==> config.mk <==
export PLATFORM = sky130hd
export DESIGN_NAME = tms_ram
export DESIGN_NICKNAME = d
export VERILOG_FILES = /design/src/tms_ram.sv
export SDC_FILE = /design/constraint.sdc
export NUM_CORES = 1
export LEC_CHECK = 0
export ABC_AREA = 1
export BUFFER_PORTS_ARGS = -buffer_cell sky130_fd_sc_hd__buf_2
export CAP_MARGIN = 20
export CORE_AREA = 2 2 101 103
export CTS_CLUSTER_DIAMETER = 200
export DETAILED_ROUTE_END_ITERATION = 10
export DIE_AREA = 0 0 103 105
export GPL_TIMING_DRIVEN = 0
export PLACE_DENSITY = 0.77
export SLEW_MARGIN = 20
export SYNTH_ARGS = -nofsm -noshare
export SYNTH_HDL_FRONTEND = slang
export SYNTH_SLANG_ARGS = --single-unit
==> constraint.sdc <==
create_clock -name clock -period 2.7 [get_ports clock]
set_input_delay 0.405 -clock clock [delete_from_list [all_inputs] [get_ports clock]]
set_output_delay 0.405 -clock clock [all_outputs]
set_load 0.01 [all_outputs]
==> src/tms_ram.sv <==
`default_nettype none

module tms_ram #(
   parameter int DEPTH = 16,
   parameter int WIDTH = 8
) (
   input  wire logic                     clock,
   input  wire logic                     wr_en,
   input  wire logic [$clog2(DEPTH)-1:0] wr_addr,
   input  wire logic [WIDTH-1:0]         wr_data,
   input  wire logic [$clog2(DEPTH)-1:0] rd_addr,
   output logic      [WIDTH-1:0]         rd_data
);

   logic [WIDTH-1:0] mem [DEPTH];
   logic [WIDTH-1:0] rd_data_ff;

   // write port
   always_ff @(posedge clock) begin
      if (wr_en) begin
         mem[wr_addr] <= wr_data;
      end
   end

   // registered read port
   always_ff @(posedge clock) begin
      rd_data_ff <= mem[rd_addr];
   end

   assign rd_data = rd_data_ff;

endmodule

`default_nettype wire

Word-level counts from Yosys, hierarchy flattened:

Memory sizes are Yosys's and may differ from the RTL's. A register that Yosys moved wholly into a read port is not among the register bits.
Cells that the tools add are included.

* multiplexer cells: 2

Operator list (number)
* 1-bit two-way mux: 2

* input bits: 18
* memories: 1
* RAM bits: 128
* register bits after elaboration: 0

Memories
* mem: words 16, width 8, read ports 1, clocked after Yosys merged registers in 1, write ports 1, line 15 `logic [WIDTH-1:0] mem [DEPTH];`

Logic depth before layout (Yosys ltp):

* depth after elaboration: 2
* gate-level depth with buffers: 8
* depth with buffers taken out: 7

Worst setup path before layout:

Ideal clock, no wire load.

* path kind: input-to-reg
* from: in wr_addr[2]
* to: mem mem[10][0], enable pin
* slack: 1344 ps
* arrival: 986 ps
* library setup time: 370 ps
* stages on the path: 2
* data required time: 2330 ps
* path buffers: 0
* cell sequence: nand3b_1 -> nor2_1

RTL lines
* start: declaration: line 9 `input wire logic [$clog2(DEPTH)-1:0] wr_addr,`
* end: declaration: line 15

No word-level cell before the write port.

Worst setup path in the final report:

* from: in wr_addr[3]
* to: mem mem[7][3], enable pin

No word-level cell before the write port.

==> impl_metrics.ini <==
[outcome]
status = finished, final reports clean

[timing]
finalCritPeriodShare = 0.512
max-slew-margin-rel = 0.376
clock_skew_ps = 10.4
setup_tns_ps = 0
fmax_ghz = 0.723
rsz0062_at_grt = false
setup_viol = 0
min_period_ps = 1380
drv_slew = 0
hold_viol = 0
tightest_slew_ps = 933

[pwr]
p_leak_nw = 2.90
peakVddDrop_mv = 0.445
powerDensity_mw_per_mm2 = 737

[setup_path]
worstSetupPathType = input pin to flip-flop
setup.reg_to_reg.worst_slack_ps = 1680
critPathCaptureType = flip-flop
critPathLaunchType = input pin
critPathMaxFanout = 8
worstPathRequired_ps = 2860
worstPathArrival_ps = 1540

[clock_tree]
worst_skew_pair.late_latency_ps = 540
cts_setup_buffers = 0
clock-root-buffer = clkbuf_8
cts_buffers = 17
cts_sinks = 136
cts_tree = yes
cts_hold_buf = 0
htreeDepth = 4
cts_resized = 0
path_clk_slew_ps = 60
clockBufferDepth = 2

[grt]
grt_pass1_wl_mm = 20.6
grt_usage = 0.269
grt_max_degree = 17
grt_overflow_total = 0
antenna_found_initial = 0
grt_pass1_vias = 3768

[finish]
num_antenna_cells = 0
multi_input_area_sq_mm = 0.00121
layout_commonest_cell = nand2_1
regArea_sq_mm = 0.00400
final_cell_mix = nand2_1 (173), edfxtp_1 (128), inv_1 (100)
nNetsFinal = 610
area_delta_synth_final_pct = 14.8
drive_gt1_frac = 0.127
design_area_sq_mm = 0.00662
n_fill_cell = 730

[logic_synthesis]
ys_seq_area_frac = 0.694
syn_inst = 551
yosysWarnings = 0
synth_area_per_cell_sq_um = 10.5
yosys_register_bits = 136
syn_nets = 569
syn-cell-area_sq_mm = 0.00577
ys_types = 12

[floorplanning]
die_x_microns = 103
ios = 26
rows = 36
die_y_microns = 105
start_util = 0.598
fp.dieArea_sq_mm = 0.0108
core_area_sq_mm = 0.00964

[job]
cap_violations = 0

[placed_design]
port-buffer-count = 22
hpwl_mm = 8.77
gp_congestion = 0.875
place_area_sq_mm = 0.00604

[detailed_routing]
drt_iter0_markers = 384
drcViolationCount = 0
drtPass1Iterations = 6
antenna_left = 0
viasPerCell = 5.31
wire_per_inst_microns = 18.1
vias = 3919
drt-total-wl_mm = 13.4

[min_path]
hold_class = input pin to flip-flop
per-layer routing:
metal,part of all wire,GRT usage,vias to the layer above,wire (microns)
li1,-,-,1858,-
met1,0.41,0.390,1820,5540
met2,0.47,0.397,218,6240
met3,0.098,0.0682,23,1310
met4,0.021,0.0977,0,277
met5,0,0,-,0
cell usage after synthesis, drive strengths merged:
master / n / share of area
buf: 24 / 0.029
dfxtp: 8 / 0.028
edfxtp: 128 / 0.67
inv: 102 / 0.066
nand2: 173 / 0.11
nand3: 97 / 0.084
nand3b: 2 / 0.0026
nor2: 17 / 0.011
cell type report:
cell class                      count  area share
Sequential cell                   136       0.605
Tap cell                          133      0.0251
Multi-Input combinational cell    289       0.183
Clock inverter                      9     0.00850
Timing Repair Buffer               22      0.0166
Buffer                             24      0.0251
Inverter                          102      0.0578
Clock buffer                       23      0.0788
worst paths after layout:
kind | startpoint | end | cells past startpoint
min | rd_addr[2] | rd_data[0] | 4
min reg2reg | mem[6][0] | rd_data[0] | 6
max reg2reg | mem[14][0] | rd_data[0] | 6
max | wr_addr[3] | mem[7][3] | 3
where the power goes:
group | switching (mW) | leakage, nW | internal (mW)
Clock | 0.853 | 0.293 | 1.35
Sequential | 0.0114 | 1.22 | 2.36
Combinational | 0.219 | 1.39 | 0.0907
Total | 1.08 | 2.90 | 3.80
per-stage QoR:
step	hold WS, ps	worst slack [ps]	util	instances	total power [mW]
after CTS	268	1290	0.687	738	4.89
final	274	1320	0.687	738	4.88
after floorplan	504	1340	-	551	2.59
after global routing	286	1170	0.687	738	5.00
after global placement	689	814	0.627	706	2.71
after detailed placement	686	801	0.627	706	2.72
worst max-delay path: stages:
cell,delay (ps)
buf_2,120
nand3b_1,300
nor2_1,710
state kept, by name (all words and copies together), names as in the netlist:
name / cells
rd_data: 8
mem: 128
kinds of logic after synthesis:
logic type	share of synthesized area
AND/OR/NAND/NOR	0.210
flip-flops	0.694
buffers and inverters	0.0952
Note: power is estimated with default switching activity, not from simulation.
